`src/rtl/bmn_pkg.sv`:
```
package bmn_pkg;

  // input and output scaling
  localparam int FRAC_BITS     = 32;
  localparam int OUT_FRAC_BITS = 12;
  localparam int LOG_STEPS     = 28;
  localparam int OUT_SHIFT     = 58 - OUT_FRAC_BITS;

  localparam logic [31:0] FRAC_MASK    = 32'((64'd1 << FRAC_BITS) - 64'd1);
  localparam logic [31:0] U1_FLOOR_RAW = 32'(429 >> (32 - FRAC_BITS));
  localparam logic [31:0] U1_FLOOR     = (U1_FLOOR_RAW == 32'd0) ? 32'd1 : U1_FLOOR_RAW;

  // fixed-point constants
  localparam logic [30:0] Q30_ONE     = 31'd1 << 30;
  localparam logic [30:0] HALF_PI_Q30 = 31'd1686629713;
  localparam logic [28:0] TWO_LN2_Q28 = 29'd372130560;

  // Horner divisors and their reciprocals over 2^32, index = step
  localparam logic [3:0][6:0] COS_DIV = {7'd2, 7'd12, 7'd30, 7'd56};
  localparam logic [3:0][6:0] SIN_DIV = {7'd6, 7'd20, 7'd42, 7'd72};
  localparam logic [3:0][31:0] COS_RECIP = {
    32'((64'd1 << 32) / 2), 32'((64'd1 << 32) / 12),
    32'((64'd1 << 32) / 30), 32'((64'd1 << 32) / 56)};
  localparam logic [3:0][31:0] SIN_RECIP = {
    32'((64'd1 << 32) / 6), 32'((64'd1 << 32) / 20),
    32'((64'd1 << 32) / 42), 32'((64'd1 << 32) / 72)};

endpackage

```
`src/rtl/bmn_out.sv`:
```
module bmn_out (
  input  logic        clk,
  input  logic        rst,
  input  logic        in_vld,
  input  logic [30:0] root,
  input  logic [30:0] c,
  input  logic        neg,
  output logic        en,
  output logic        out_valid,
  input  logic        out_ready,
  output logic [15:0] sample
);
  import bmn_pkg::*;

  logic        pr_vld, pr_neg;
  logic [61:0] prod;
  logic [62:0] rsum, shifted;
  logic [14:0] mag;
  logic [15:0] res;
  logic        skid_vld;
  logic [15:0] skid;

  // pipeline moves unless the skid entry is occupied
  assign en = !skid_vld;

  always_ff @(posedge clk) begin
    if (rst) begin
      pr_vld <= 1'b0;
    end else if (en) begin
      pr_vld <= in_vld;
    end
  end

  always_ff @(posedge clk) begin
    if (en) begin
      prod   <= {31'd0, root} * {31'd0, c};
      pr_neg <= neg;
    end
  end

  // round half away from zero, saturate, sign
  always_comb begin
    rsum    = {1'b0, prod} + (63'd1 << (OUT_SHIFT - 1));
    shifted = rsum >> OUT_SHIFT;
    mag     = (shifted > 63'd32767) ? 15'h7fff : shifted[14:0];
    res     = pr_neg ? 16'(-{1'b0, mag}) : {1'b0, mag};
  end

  // output register with one skid entry
  always_ff @(posedge clk) begin
    if (rst) begin
      out_valid <= 1'b0;
      skid_vld  <= 1'b0;
    end else if (!out_valid || out_ready) begin
      if (skid_vld) begin
        out_valid <= 1'b1;
        skid_vld  <= 1'b0;
      end else begin
        out_valid <= pr_vld;
      end
    end else if (pr_vld && !skid_vld) begin
      skid_vld <= 1'b1;
    end
  end

  always_ff @(posedge clk) begin
    if (!out_valid || out_ready) begin
      sample <= skid_vld ? skid : res;
    end else if (!skid_vld) begin
      skid <= res;
    end
  end

endmodule

```
`config.mk`:
```
export PLATFORM = sky130hd
export DESIGN_NAME = bmn_out
export DESIGN_NICKNAME = d
export VERILOG_FILES = /design/src/rtl/bmn_pkg.sv /design/src/rtl/bmn_out.sv
export SDC_FILE = /design/constraint.sdc
export NUM_CORES = 2
export LEC_CHECK = 0
export BUFFER_PORTS_ARGS = -buffer_cell sky130_fd_sc_hd__buf_2
export CORE_ASPECT_RATIO = 1.2
export CORE_UTILIZATION = 55
export CTS_CLUSTER_SIZE = 30
export DETAILED_ROUTE_END_ITERATION = 12
export GPL_TIMING_DRIVEN = 0
export MAX_ROUTING_LAYER = met4
export PLACE_DENSITY = 0.77
export SYNTH_ARGS = -nofsm -noshare
export SYNTH_HDL_FRONTEND = slang
export SYNTH_SLANG_ARGS = --single-unit
```
`constraint.sdc`:
```
create_clock -name clk -period 8.6 [get_ports clk]
set_clock_uncertainty 0.05 [all_clocks]
set_input_delay 0 -clock clk [delete_from_list [all_inputs] [get_ports clk]]
set_output_delay 0 -clock clk [all_outputs]
set_load 0.005 [all_outputs]
```
; Word-level counts from Yosys, hierarchy flattened
; Index checks and enable logic that the tools add are counted.
[word_totals]
regBits = 98
output_inout_bits = 18
in_bits = 67
word_cells = 20
[op_classes]
mul = 1
n_reduce_logical = 5
n_lt_le_gt_ge = 1
muxes = 4
addsub = 2
[op_table]
columns = operator, count
row1 = adder 62 x 46 -> 63 bit (second input constant), 1
row2 = multiplier 31 x 31 -> 62 bit, 1
row3 = two-way mux 16 bit, 2
row4 = > comparator 17 x 15 -> 1 bit (second input constant), 1
row5 = negator 15 -> 16 bit, 1
row6 = two-way mux 15 bit, 1
row7 = zero test 1 bit, 2
row8 = OR reduction 2 bit, 1
row9 = logical AND 1 bit, 1
row10 = logical OR 1 bit, 1
row11 = two-way mux 1 bit, 1

; Longest topological paths before layout
[logic_depth]
depth_word = 6
mapped_depth = 27
mapped_depth_nobuf = 26

; Worst setup path before layout
; Ideal clock, no wire load.
[synth_path]
path_kind = input-to-reg
start = input c[8]
end = register prod[58] (data pin)
path_slack_ns = 1.666
path_buffers = 1
path_stages = 25
arrival_time_ns = 6.626
cell_sequence = clkbuf_1 > and2_1 > fa_1 > fa_1 > inv_1 > fa_1 > fa_1 > inv_1 > fa_1 > fa_1 > fa_1 > inv_1 > fa_1 > inv_1 > ha_1 > and4_4 > a221o_1 > a211o_1 > a221o_1 > a31oi_2 > a21oi_2 > o21ai_1 > nand2_1 > a31oi_1 > xnor2_1
[synth_via]
elab_chain_len = 1
[synth_lines]
columns = item, line
row1 = from (decl), bmn_out.sv:6  ; input logic [30:0] c,
row2 = multiplier 31 x 31 -> 62 bit, bmn_out.sv:36  ; prod <= {31'd0, root} * {31'd0, c};
row3 = to (signal assigned), bmn_out.sv:36
row4 = to (decl), bmn_out.sv:16  ; logic [61:0] prod;
; Every way passes these cells.
; A chain may end at the register's enable or synchronous reset.

; Final worst setup path
[layout_path]
start = input root[13]
end = register prod[45] (data pin)
[layout_via]
elab_chain_len = 1
[layout_lines]
columns = item, line
row1 = from (decl), bmn_out.sv:5  ; input logic [30:0] root,
row2 = multiplier 31 x 31 -> 62 bit, bmn_out.sv:36
; Every way passes these cells.

==> results.ini <==
[timing]
slew_headroom_pct=13.4
period_needed_ns=8.59
min_period_over_period_pct=99.9
worst_hold_slack_ns=0.363
final-hold-violation-count=0
setup_viol=0
slew_violations=0
rsz0062_at_grt=false
tightest_slew_ns=1.30
fmax_mhz=116

[synthesis]
synth_area_sq_mm=0.0321
synth_cell_types=65
yosys.area.top_type_share_pct=52.2
synth_cells=3394
yosysWarnings=0
ys_seq_area_share_pct=4.87
yosys_most_used_dff=edfxtp_1
synth_area_leader_cell=fa_1
ys_seq_elements=53
synthesis.nets=4551
synthTopCellsByArea=fa_1 (52%), ha_1 (9.9%), and2_1 (9.9%)
syn_area_per_cell_sq_um=9.45
synthArstFlopShare_pct=0
synth_edf_count=50

[floorplan]
dieWidth_microns=222
num_rows=96
start_util_pct=55.9
io_pins=85
core_area_sq_mm=0.0574
dieArea_sq_mm=0.0593
die_y_microns=267

[worst_setup_path]
crit_type=in2reg
ff2ff_path_depth=14
crit_fanout=10
critPathLaunchType=input pin
rr_startpoint=prod[45]
arrival_ns=8.58
worstPathRequired_ns=8.58
rrSetupSlack_ns=5.00
cp-end-kind=register
worstReg2RegEnd=sample[12]

[finish]
area_growth_pct=4.96
post-route-util_pct=58.6
drive_above_1_share_pct=3.44
stdcell_area_sq_mm=0.0337
nNetsFinal=4645

[placed_design]
dpl_cell_area_sq_mm=0.0334
routabilityCongestion=1.05
io_buffer_count=84
dp_hpwl_microns=89600

[clocking]
cts.path.max_buffers=2
cts_sinks=53
cts_inserted_buffers=5
cts_root_buf=clkbuf_16
cts.clk_slew.worst_paths_ns=0.07
clock_latency_ns=0.30
cts_tree=yes
h-tree-depth=2

[routing]
wl_met2_microns=50700
drtPass1Iterations=8
postRouteAntennaNets=0
route.vias.total=24500
top_layer=met4
met3_length_microns=11100
drc_errors=0
drtIter0Drc=2211
avgRoutedWirePerCell_microns=25.5
wl_met1_microns=35700
drt_wl_total_microns=108000
vias_per_cell=5.78

[global_route]
track_usage_pct=39.2
grt_max_degree=25
first_global_vias=26500
grt_pass1_wl_microns=161000
antenna_found_initial=13
grt_overflow=0

[worst_hold_path]
hold_start=neg
hold_end=pr_neg
min-delay-path-class=in2reg
min_path_cells=2

[status]
outcome=finished, final reports clean

[flow_run]
maxCapViolCount=0

-- kinds of logic after synthesis --
| family | synth area share (%) |
|---|---|
| xor gates and xnor gates | 1.37 |
| muxes | 0.0975 |
| DFF | 4.87 |
| AOI/OAI and AO/OA | 2.64 |
| adders and majority gates | 62.1 |
| and+or+nand+nor | 17.6 |
| buffers and inverters | 11.3 |
-- layout make-up --
type | count | area (sq um)
repair buffers | 87 | 450
clock inverters | 3 | 28.8
plain buffers | 196 | 764
well taps | 735 | 920
inverters | 770 | 2890
fillers | 5111 | 23700
flip-flops and latches | 53 | 1560
clock buffers | 5 | 125
multi-input cells | 2375 | 26900
diodes | 15 | 37.5
-- per-stage QoR --
step                      cells  setup slack [ns]  setup TNS [ns]
after floorplan            3394              1.67               0
after global placement     4213            -0.192          -0.363
after detailed placement   4213            -0.298          -0.553
after CTS                  4224            0.0215               0
after global routing       4233            0.0132               0
final                      4239           0.00679               0
-- synthesized netlist by cell type, types with 2 or more instances --
| cell | number |
|---|---|
| fa_1 | 836 |
| inv_1 | 770 |
| and2_1 | 506 |
| nand2_1 | 503 |
| ha_1 | 254 |
| clkbuf_1 | 191 |
| edfxtp_1 | 50 |
| a21oi_1 | 36 |
| o21ai_0 | 28 |
| xnor2_1 | 25 |
| xor2_1 | 25 |
| a21o_1 | 24 |
| nor2_1 | 18 |
| nand3_1 | 15 |
| nand4_1 | 10 |
| and3_1 | 8 |
| nand2b_1 | 8 |
| nor2b_1 | 6 |
| a31oi_1 | 5 |
| nor3_1 | 5 |
| o21ai_1 | 5 |
| a221o_1 | 4 |
| a211o_1 | 3 |
| buf_2 | 3 |
| dfxtp_1 | 3 |
| nor3b_1 | 3 |
| o211ai_1 | 3 |
| o31ai_1 | 3 |
| a21oi_2 | 2 |
| a221oi_1 | 2 |
| and4_4 | 2 |
| mux2i_1 | 2 |
| nor4_1 | 2 |
| o21a_1 | 2 |
| or3_4 | 2 |
-- state kept, by name, summed over array words and instances (netlist names) --
| name | flops |
|---|---|
| out_valid | 1 |
| skid_vld | 1 |
| pr_neg | 1 |
| skid | 16 |
| sample | 16 |
| prod | 17 |
| pr_vld | 1 |
-- critical path, stage by stage --
cell and delay (ns):
buf_2 0.14, clkbuf_1 0.72, and2_1 0.26, fa_1 0.44, fa_1 0.50, fa_1 0.51, inv_1 0.05, fa_1 0.48
inv_1 0.05, fa_1 0.49, inv_1 0.05, fa_1 0.53, inv_1 0.05, fa_1 0.49, fa_1 0.42, ha_1 0.31
nand4_1 0.13, nor2_1 0.31, nand2_1 0.20, o221ai_1 0.42, a221oi_1 0.24, o21ai_0 0.57, a221o_1 0.53, a21o_1 0.22
xor2_2 0.43
-- layout by cell type, fill, tap and decap left out, types with 5 or more instances in the layout --
cell and instances:
clkbuf_16 5, ha_1 254, xnor2_1 25, inv_1 770
nor2b_1 6, fa_1 836, o21ai_0 28, nand3_1 15
and3_1 8, nand4_1 10, a21o_1 24, and2_1 506
nand2_1 503, diode_2 15, xor2_1 23, edfxtp_1 50
nor3_1 5, o21ai_1 5, buf_2 87, a31oi_1 5
a21oi_1 36, nand2b_1 8, nor2_1 18, clkbuf_1 188
-- worst max-delay path by stage --
stage / cells after the start / slack [ns] / to / startpoint
final: 25 / 0.007 / prod[45] / root[13]
after floorplan: 25 / 1.67 / prod[58] / c[8]
after CTS: 25 / 0.02 / prod[46] / c[5]
after detailed placement: 26 / -0.30 / prod[46] / c[8]
after global placement: 25 / -0.19 / prod[46] / c[5]
after global routing: 25 / 0.01 / prod[45] / c[5]
-- per-layer routing --
layer | vias up | global-route usage [%]
met5 | - | -
met4 | 0 | 30.9
met3 | 519 | 8.39
met2 | 1521 | 61.5
met1 | 12500 | 43.7
li1 | 10000 | -
-- timing repair --
action                     CTS  global route
cloned                       0             0
setup endpoints to repair    1             9
hold endpoints to repair     4             0
buffers inserted             0             0
hold buffers                 3             0
resized for setup            1             6
Power is left out: the tool's default activity adds up to more than one toggle a clock period on the data nets, which glitch-free logic cannot reach.
