<file path="src/rtl/bmn_pkg.sv">
package bmn_pkg;

  // input and output scaling
  localparam int FRAC_BITS     = 32;
  localparam int OUT_FRAC_BITS = 12;
  localparam int LOG_STEPS     = 28;
  localparam int OUT_SHIFT     = 58 - OUT_FRAC_BITS;

  localparam logic [31:0] FRAC_MASK    = 32'((64'd1 << FRAC_BITS) - 64'd1);
  localparam logic [31:0] U1_FLOOR_RAW = 32'(429 >> (32 - FRAC_BITS));
  localparam logic [31:0] U1_FLOOR     = (U1_FLOOR_RAW == 32'd0) ? 32'd1 : U1_FLOOR_RAW;

  // fixed-point constants
  localparam logic [30:0] Q30_ONE     = 31'd1 << 30;
  localparam logic [30:0] HALF_PI_Q30 = 31'd1686629713;
  localparam logic [28:0] TWO_LN2_Q28 = 29'd372130560;

  // Horner divisors and their reciprocals over 2^32, index = step
  localparam logic [3:0][6:0] COS_DIV = {7'd2, 7'd12, 7'd30, 7'd56};
  localparam logic [3:0][6:0] SIN_DIV = {7'd6, 7'd20, 7'd42, 7'd72};
  localparam logic [3:0][31:0] COS_RECIP = {
    32'((64'd1 << 32) / 2), 32'((64'd1 << 32) / 12),
    32'((64'd1 << 32) / 30), 32'((64'd1 << 32) / 56)};
  localparam logic [3:0][31:0] SIN_RECIP = {
    32'((64'd1 << 32) / 6), 32'((64'd1 << 32) / 20),
    32'((64'd1 << 32) / 42), 32'((64'd1 << 32) / 72)};

endpackage

</file>
<file path="src/rtl/bmn_sqrt.sv">
module bmn_sqrt (
  input  logic        clk,
  input  logic        rst,
  input  logic        en,
  input  logic        in_vld,
  input  logic [33:0] r,
  input  logic [31:0] u2,
  output logic        out_vld,
  output logic [30:0] root,
  output logic [31:0] u2_out
);
  import bmn_pkg::*;

  // one result bit per stage, most significant first
  logic        st_vld  [31];
  logic [62:0] st_rem  [31];
  logic [30:0] st_root [31];
  logic [31:0] st_u2   [31];

  for (genvar i = 0; i < 31; i++) begin : g_bit
    localparam int K = 30 - i;
    logic        src_vld;
    logic [62:0] src_rem, trial;
    logic [30:0] src_root;
    logic [31:0] src_u2;

    if (i == 0) begin : g_first
      assign src_vld  = in_vld;
      assign src_rem  = {1'b0, r, 28'd0};
      assign src_root = '0;
      assign src_u2   = u2;
    end else begin : g_next
      assign src_vld  = st_vld[i-1];
      assign src_rem  = st_rem[i-1];
      assign src_root = st_root[i-1];
      assign src_u2   = st_u2[i-1];
    end

    // (root + 2^K)^2 - root^2
    assign trial = ({32'd0, src_root} << (K + 1)) + (63'd1 << (2 * K));

    always_ff @(posedge clk) begin
      if (rst) begin
        st_vld[i] <= 1'b0;
      end else if (en) begin
        st_vld[i] <= src_vld;
      end
    end

    always_ff @(posedge clk) begin
      if (en) begin
        st_u2[i] <= src_u2;
        if (src_rem >= trial) begin
          st_rem[i]  <= src_rem - trial;
          st_root[i] <= src_root | (31'd1 << K);
        end else begin
          st_rem[i]  <= src_rem;
          st_root[i] <= src_root;
        end
      end
    end
  end

  assign out_vld = st_vld[30];
  assign root    = st_root[30];
  assign u2_out  = st_u2[30];

endmodule

</file>
<file path="config.mk">
export PLATFORM = sky130hd
export DESIGN_NAME = bmn_sqrt
export DESIGN_NICKNAME = d
export VERILOG_FILES = /design/src/rtl/bmn_pkg.sv /design/src/rtl/bmn_sqrt.sv
export SDC_FILE = /design/constraint.sdc
export NUM_CORES = 2
export LEC_CHECK = 0
export ABC_CLOCK_PERIOD_IN_PS = 4150
export BUFFER_PORTS_ARGS = -buffer_cell sky130_fd_sc_hd__buf_2
export CORE_ASPECT_RATIO = 2
export CORE_UTILIZATION = 29
export CTS_BUF_LIST = sky130_fd_sc_hd__clkbuf_4 sky130_fd_sc_hd__clkbuf_8
export DETAILED_ROUTE_END_ITERATION = 12
export HOLD_SLACK_MARGIN = 0.02
export PLACE_DENSITY = 0.41
export SLEW_MARGIN = 20
export SYNTH_ARGS = -nofsm -noshare
export SYNTH_HDL_FRONTEND = slang
export SYNTH_SLANG_ARGS = --single-unit
</file>
<file path="constraint.sdc">
create_clock -name clk -period 4.15 [get_ports clk]
set_input_delay 0.6225 -clock clk [delete_from_list [all_inputs] [get_ports clk]]
set_output_delay 0.6225 -clock clk [all_outputs]
set_load 0.01 [all_outputs]
</file>
# Yosys cells after proc, flatten, opt, wreduce, memory -nomap -nowiden
# Memories as Yosys holds them, arrays and structs flattened.
# Index checks and enable logic that the tools add are counted.
dict set report totals {
  ff_bits 0
  ram_bits 3937
  inputBits 70
  output_inout_bits 64
  word_cells 474
  mem_count 4
}
dict set report classes {
  addsub 61
  order_cmp 31
  n_mux 285
  n_bitwise 93
}
# memory words word_bits rd rd_clocked_by_memory_dff write_ports line_no
set mem_list {}
lappend mem_list {st_rem 31 63 30 0 31 bmn_sqrt.sv:16} ;# logic [62:0] st_rem [31];
lappend mem_list {st_u2 31 32 31 0 31 bmn_sqrt.sv:18} ;# logic [31:0] st_u2 [31];
lappend mem_list {st_root 31 31 31 0 31 bmn_sqrt.sv:17} ;# logic [30:0] st_root [31];
lappend mem_list {st_vld 31 1 31 0 31 bmn_sqrt.sv:15} ;# logic st_vld [31];
# operator n
set op_table {}
lappend op_table {{$mux W63} 31}
lappend op_table {{$mux W31} 31}
lappend op_table {{$mux W1} 223}
lappend op_table {{$or A1 B1 Y1} 93}
lappend op_table {{$ge A63 B33 Y1} 1}
lappend op_table {{$ge A63 B34 Y1} 1}
lappend op_table {{$ge A63 B35 Y1} 1}
lappend op_table {{$ge A63 B36 Y1} 1}
lappend op_table {{$ge A63 B37 Y1} 1}
lappend op_table {{$ge A63 B38 Y1} 1}
lappend op_table {{$ge A63 B39 Y1} 1}
lappend op_table {{$ge A63 B40 Y1} 1}
lappend op_table {{$ge A63 B41 Y1} 1}
lappend op_table {{$ge A63 B42 Y1} 1}
lappend op_table {{$ge A63 B43 Y1} 1}
lappend op_table {{$ge A63 B44 Y1} 1}
lappend op_table {{$ge A63 B45 Y1} 1}
lappend op_table {{$ge A63 B46 Y1} 1}
lappend op_table {{$ge A63 B47 Y1} 1}
lappend op_table {{$ge A63 B48 Y1} 1}
lappend op_table {{$ge A63 B49 Y1} 1}
lappend op_table {{$ge A63 B50 Y1} 1}
lappend op_table {{$ge A63 B51 Y1} 1}
lappend op_table {{$ge A63 B52 Y1} 1}
lappend op_table {{72 further kinds} 72}

# Longest topological paths before layout
# An unclocked memory read counts as a cell.
dict set report depth {
  word_depth 7
  ltp_mapped 16
  mapped_depth_nobuf 14
}

# Worst setup path before layout
# OpenSTA, ideal clock, no wires.
dict set report synth_timing {
  kind {in2reg}
  start {input port en}
  end {memory st_rem[27][6], in the netlist st_rem[1][699], enable pin}
  setup_time_ns 0.472
  arrival_ns 3.767
  t_required_ns 3.678
  setup_slack_ns -0.089
  cell_stages 4
  path_buffers 4
  cell_sequence {clkbuf_1 clkbuf_1 clkbuf_1 clkbuf_1}
}
# element line_no
set synth_lines {}
lappend synth_lines {{from (decl)} bmn_sqrt.sv:4} ;# input logic en,
lappend synth_lines {{to (decl)} bmn_sqrt.sv:16}

==> metrics list <==
* I/O pin total: 134
- Clock-pin slew was measured on the worst setup and hold paths at ~0.060 ns.
* Sequence of cells on the critical path: ha_1 -> inv_1 -> fa_1 -> nor2b_1 -> o31a_1 -> o311a_1 -> a221oi_2 -> nor2_1 -> a311oi_2 -> o21ai_0 -> buf_4 -> a221o_1 -> buf_4 -> nor4_1 -> xor2_1
- Via count of the first global-routing pass: around 77000
- Buffers inserted during clock tree synthesis total 420.
* Area grow syn2layout: 15.8%
- The number of failing hold endpoints at the final stage came to 0.
- For flop-to-flop paths, the worst setup slack is ~0.023 ns.
- Crit Path Max Fanout: 8
- Mapped Area: 121000 um^2
- Once detail routing completed, the nets flagged for antenna violations numbered 0.
- Together, buffers and inverters on the worst path number 3.
- Worst min-delay path category: primary input to flop
* Number of standard cells in the layout, taps in and fillers out: roughly 16000
- Mean cell area of the mapped netlist: roughly 14 um^2
- Core occupancy in the finished layout: 0.337
- The biggest area contributor in the post-synthesis netlist is sky130_fd_sc_hd__edfxtp_1.
* Count of distinct cell types in the synthesized netlist: 84
* Kind of critical path: flop to flop
- Area inside the core boundary: between 400000 and 500000 um^2
- Transition time at the pin with the least slew margin: roughly 1 ns
- The floorplan step defined a die boundary enclosing around 420000 um^2.
- Number of cells in the design after placement: roughly 15000
- For the final database, setup skew stands at around 0.14 ns.
- Critical Path AT: roughly 4.9 ns
* Tightest slew margin relative to the limit: 0.320
- The share of synthesized area in the top cell type comes to 0.680.
- Subtracting the final worst setup slack from the clock period gives between 4 and 5 ns.
* Worst path required time: between 4 and 5 ns
- Width of the die: 459 um
- The clock passes through at most 4 buffers.
- In the global route stage, overall resource usage came out at 0.132.
- The run finished with clean final reports.
- Dividing the final minimum period by the clock period gives 0.994.
- The initial antenna violation count came to 4.
* Port Buffers: ~130
- The largest individual stage delay along the critical path comes from the cell sky130_fd_sc_hd__a311oi_2.
- Clock tree from TritonCTS: built
- Of the synthesized area, sequential elements account for 0.680.
* Max VDD drop: between 200 and 300 uV
- For this run, the leading register cell type out of synthesis is sky130_fd_sc_hd__edfxtp_1.
- The Yosys step of the flow raised 0 warnings.
* Largest net degree at the start of global routing: 167
* Kind of cell adding the most delay to the critical path: compound AO/OA/AOI/OAI gates
- Of all flip-flops after synthesis, the portion carrying an async set or reset was 0.
- In the final layout, the share of cells above drive strength 1 is 0.127.
* Synthesized netlist cell count: just under 9000
- The filler cells instantiated in the layout total 40600.
- Critical Path End Type: flop
* Height of the die: approximately 920 um
- The analysis attributes to cell leakage a power of 51.8 nW.
* Most common library cell in the layout ignoring fill and taps: sky130_fd_sc_hd__edfxtp_1
- The first global-routing pass estimated about 430 mm of wire.
- Residual DRC: 0
- Number of failing setup endpoints in the final timing report: 0
- The worst setup path is launched from a flop.
- Power density over the cells: roughly 520 nW/um^2
- WL final: ~280 mm
- The H-tree generated during clock tree synthesis spans 5 levels.
* F_max: ~0.24 GHz
* Sum of overflow across all layers after global routing: 0
- Synthesis inferred about 2700 register bits.
- Summing over every cut layer, the via total after detailed routing is ~70000.
* Routed WL per cell: 18.2 um
* Number of max-capacitance violations reported: 0
- In the layout the commonest cells are sky130_fd_sc_hd__edfxtp_1, sky130_fd_sc_hd__nand2_1, sky130_fd_sc_hd__inv_1.
- Clock sink total: ~2700
- Number of iterations in the first detailed-routing pass: 5
- For this configuration, the core starts out at a cell density of 0.291.
- The floorplan has approximately 340 rows.
- In the routed layout, each cell is associated on average with a via count of 4.58.
- For this block, the initial DRC count from the detailed router was about 3400.
* Final max-slew violation count: 0
- Dominant cell type by count on the critical path: sky130_fd_sc_hd__buf_4
* Number of enable flip-flop cells after synthesis: ~2700
* Final #Nets: 10200
- The HPWL after detailed placement is about 210 mm.
- Leading post-synthesis cells by cell area: sky130_fd_sc_hd__edfxtp_1, sky130_fd_sc_hd__ha_1, sky130_fd_sc_hd__xor2_1
* Clock network latency to the later pin of the worst-skew pair: about 1.1 ns
* Root cell of the clock tree: sky130_fd_sc_hd__clkbuf_8
* Setup repair after global routing missed its margin: yes
- On the worst path, the slowest cell contributes a delay of around 0.42 ns.
- The number of nets in the synthesized netlist is between 9000 and 10000.
- Routability-driven placement finished with a final weighted congestion of between 0.9 and 1.
registers in the layout, indices dropped and copies added (netlist names):
signal	flops
st_vld	31
st_u2	992
st_root	496
st_rem	1219
per-stage QoR:
stage | instance area [um^2] | power [mW] | hold slack, ns | TNS (ns) | setup slack [ns]
finish | 140000 | 72.7 | 0.221 | 0 | 0.0232
global route | 140000 | 76.5 | 0.127 | -0.0203 | -0.0179
CTS | 140000 | 74.0 | 0.0528 | 0 | 0.00716
detailed placement | 131000 | 50.4 | 0.405 | -4.91 | -0.310
global placement | 131000 | 50.1 | 0.400 | -6.77 | -0.316
floorplan | 121000 | 45.1 | 0.400 | 0 | 0.0156
worst register-to-register path, delay by kind of cell (launching register included):
family | cells | cell delay [ns]
buf+inv | 3 | 0.44
flops | 1 | 0.39
simple gates | 3 | 0.53
compound gates | 6 | 1.96
xor+xnor | 1 | 0.11
fa+ha+maj | 2 | 0.41
area by class of cell:
cell class / instances / area [um^2] / share of cell area
repair buffers: 552 / 4330 / 0.0309
inverters: 633 / 2380 / 0.0170
well taps: 5560 / 6960 / 0.0497
clock inverters: 198 / 1480 / 0.0106
diodes: 4 / 10.0 / 0.0000715
multi-input cells: 5310 / 35800 / 0.256
flip-flops and latches: 2738 / 82200 / 0.587
clock buffers: 560 / 6870 / 0.0490
synthesized netlist by cell type, types with 14 or more instances:
| library cell | number |
|---|---|
| sky130_fd_sc_hd__and3_1 | 37 |
| sky130_fd_sc_hd__ha_1 | 498 |
| sky130_fd_sc_hd__a31oi_1 | 30 |
| sky130_fd_sc_hd__o21a_1 | 84 |
| sky130_fd_sc_hd__nor4_1 | 165 |
| sky130_fd_sc_hd__or4_1 | 67 |
| sky130_fd_sc_hd__o211ai_1 | 24 |
| sky130_fd_sc_hd__nor2_1 | 478 |
| sky130_fd_sc_hd__a211o_1 | 14 |
| sky130_fd_sc_hd__nor3b_1 | 17 |
| sky130_fd_sc_hd__o21ai_0 | 509 |
| sky130_fd_sc_hd__nor4b_1 | 25 |
| sky130_fd_sc_hd__nand2_1 | 725 |
| sky130_fd_sc_hd__or2_2 | 36 |
| sky130_fd_sc_hd__o31ai_1 | 40 |
| sky130_fd_sc_hd__and2_1 | 53 |
| sky130_fd_sc_hd__nand4_1 | 81 |
| sky130_fd_sc_hd__a21boi_0 | 18 |
| sky130_fd_sc_hd__nor2b_1 | 73 |
| sky130_fd_sc_hd__xnor2_1 | 365 |
| sky130_fd_sc_hd__nand2b_1 | 84 |
| sky130_fd_sc_hd__or3_1 | 105 |
| sky130_fd_sc_hd__a21o_1 | 220 |
| sky130_fd_sc_hd__mux2_2 | 35 |
| sky130_fd_sc_hd__clkbuf_1 | 180 |
| sky130_fd_sc_hd__a21oi_1 | 423 |
| sky130_fd_sc_hd__nand3_1 | 112 |
| sky130_fd_sc_hd__nor3_1 | 204 |
| sky130_fd_sc_hd__a211oi_1 | 36 |
| sky130_fd_sc_hd__edfxtp_1 | 2738 |
| sky130_fd_sc_hd__xor2_1 | 455 |
| sky130_fd_sc_hd__inv_1 | 632 |
| sky130_fd_sc_hd__o21bai_1 | 50 |
| sky130_fd_sc_hd__nand3b_1 | 25 |
path summary, 6_finish.rpt:
path                                                    from                        to  depth (start not counted)
worst max register to register  st_rem[1][699]$_SDFFCE_PP0P_  st_rem[1][792]$_DFFE_PP_                         15
worst max-delay path            st_rem[1][699]$_SDFFCE_PP0P_  st_rem[1][792]$_DFFE_PP_                         15
worst min register to register        st_u2[9][16]$_DFFE_PP_   st_u2[10][16]$_DFFE_PP_                          0
worst min-delay path                                     rst   st_vld[14][1]$_DFFE_PP_                          4
cell families (layout without fill, tap and decap cells):
group,Yosys count,count (layout),synth area share
AOI/OAI and AO/OA,1596,1596,0.0815
xor gates and xnor gates,820,820,0.0594
adders and majority gates,511,511,0.0537
buffers and inverters,822,1943,0.0257
DFF,2738,2738,0.680
muxes,46,46,0.00417
other,0,4,0
and+or+nand+nor,2337,2337,0.0957
timing repair:
item                                    4_1_cts  5_1_grt
hold endpoints to repair                    121        0
pin swaps                                     2        1
buffers inserted                              1        0
hold buffers                                 69        0
endpoints found under the setup margin       58       16
gates resized for setup                      10       11
where the power goes:
part / internal, mW / switching (mW) / total (mW)
registers: 34.3 / 1.82 / 36.1
clock network: 11.8 / 10.9 / 22.8
logic: 5.62 / 8.11 / 13.7
metal layers:
metal,vias to the layer above,global-route usage,share of wire
li1,34500,-,-
met1,34500,0.0935,0.28
met2,1357,0.296,0.62
met5,-,0,0
met4,0,0.0847,0.066
met3,878,0.0197,0.031
Note: power is estimated with default switching activity, not from simulation.
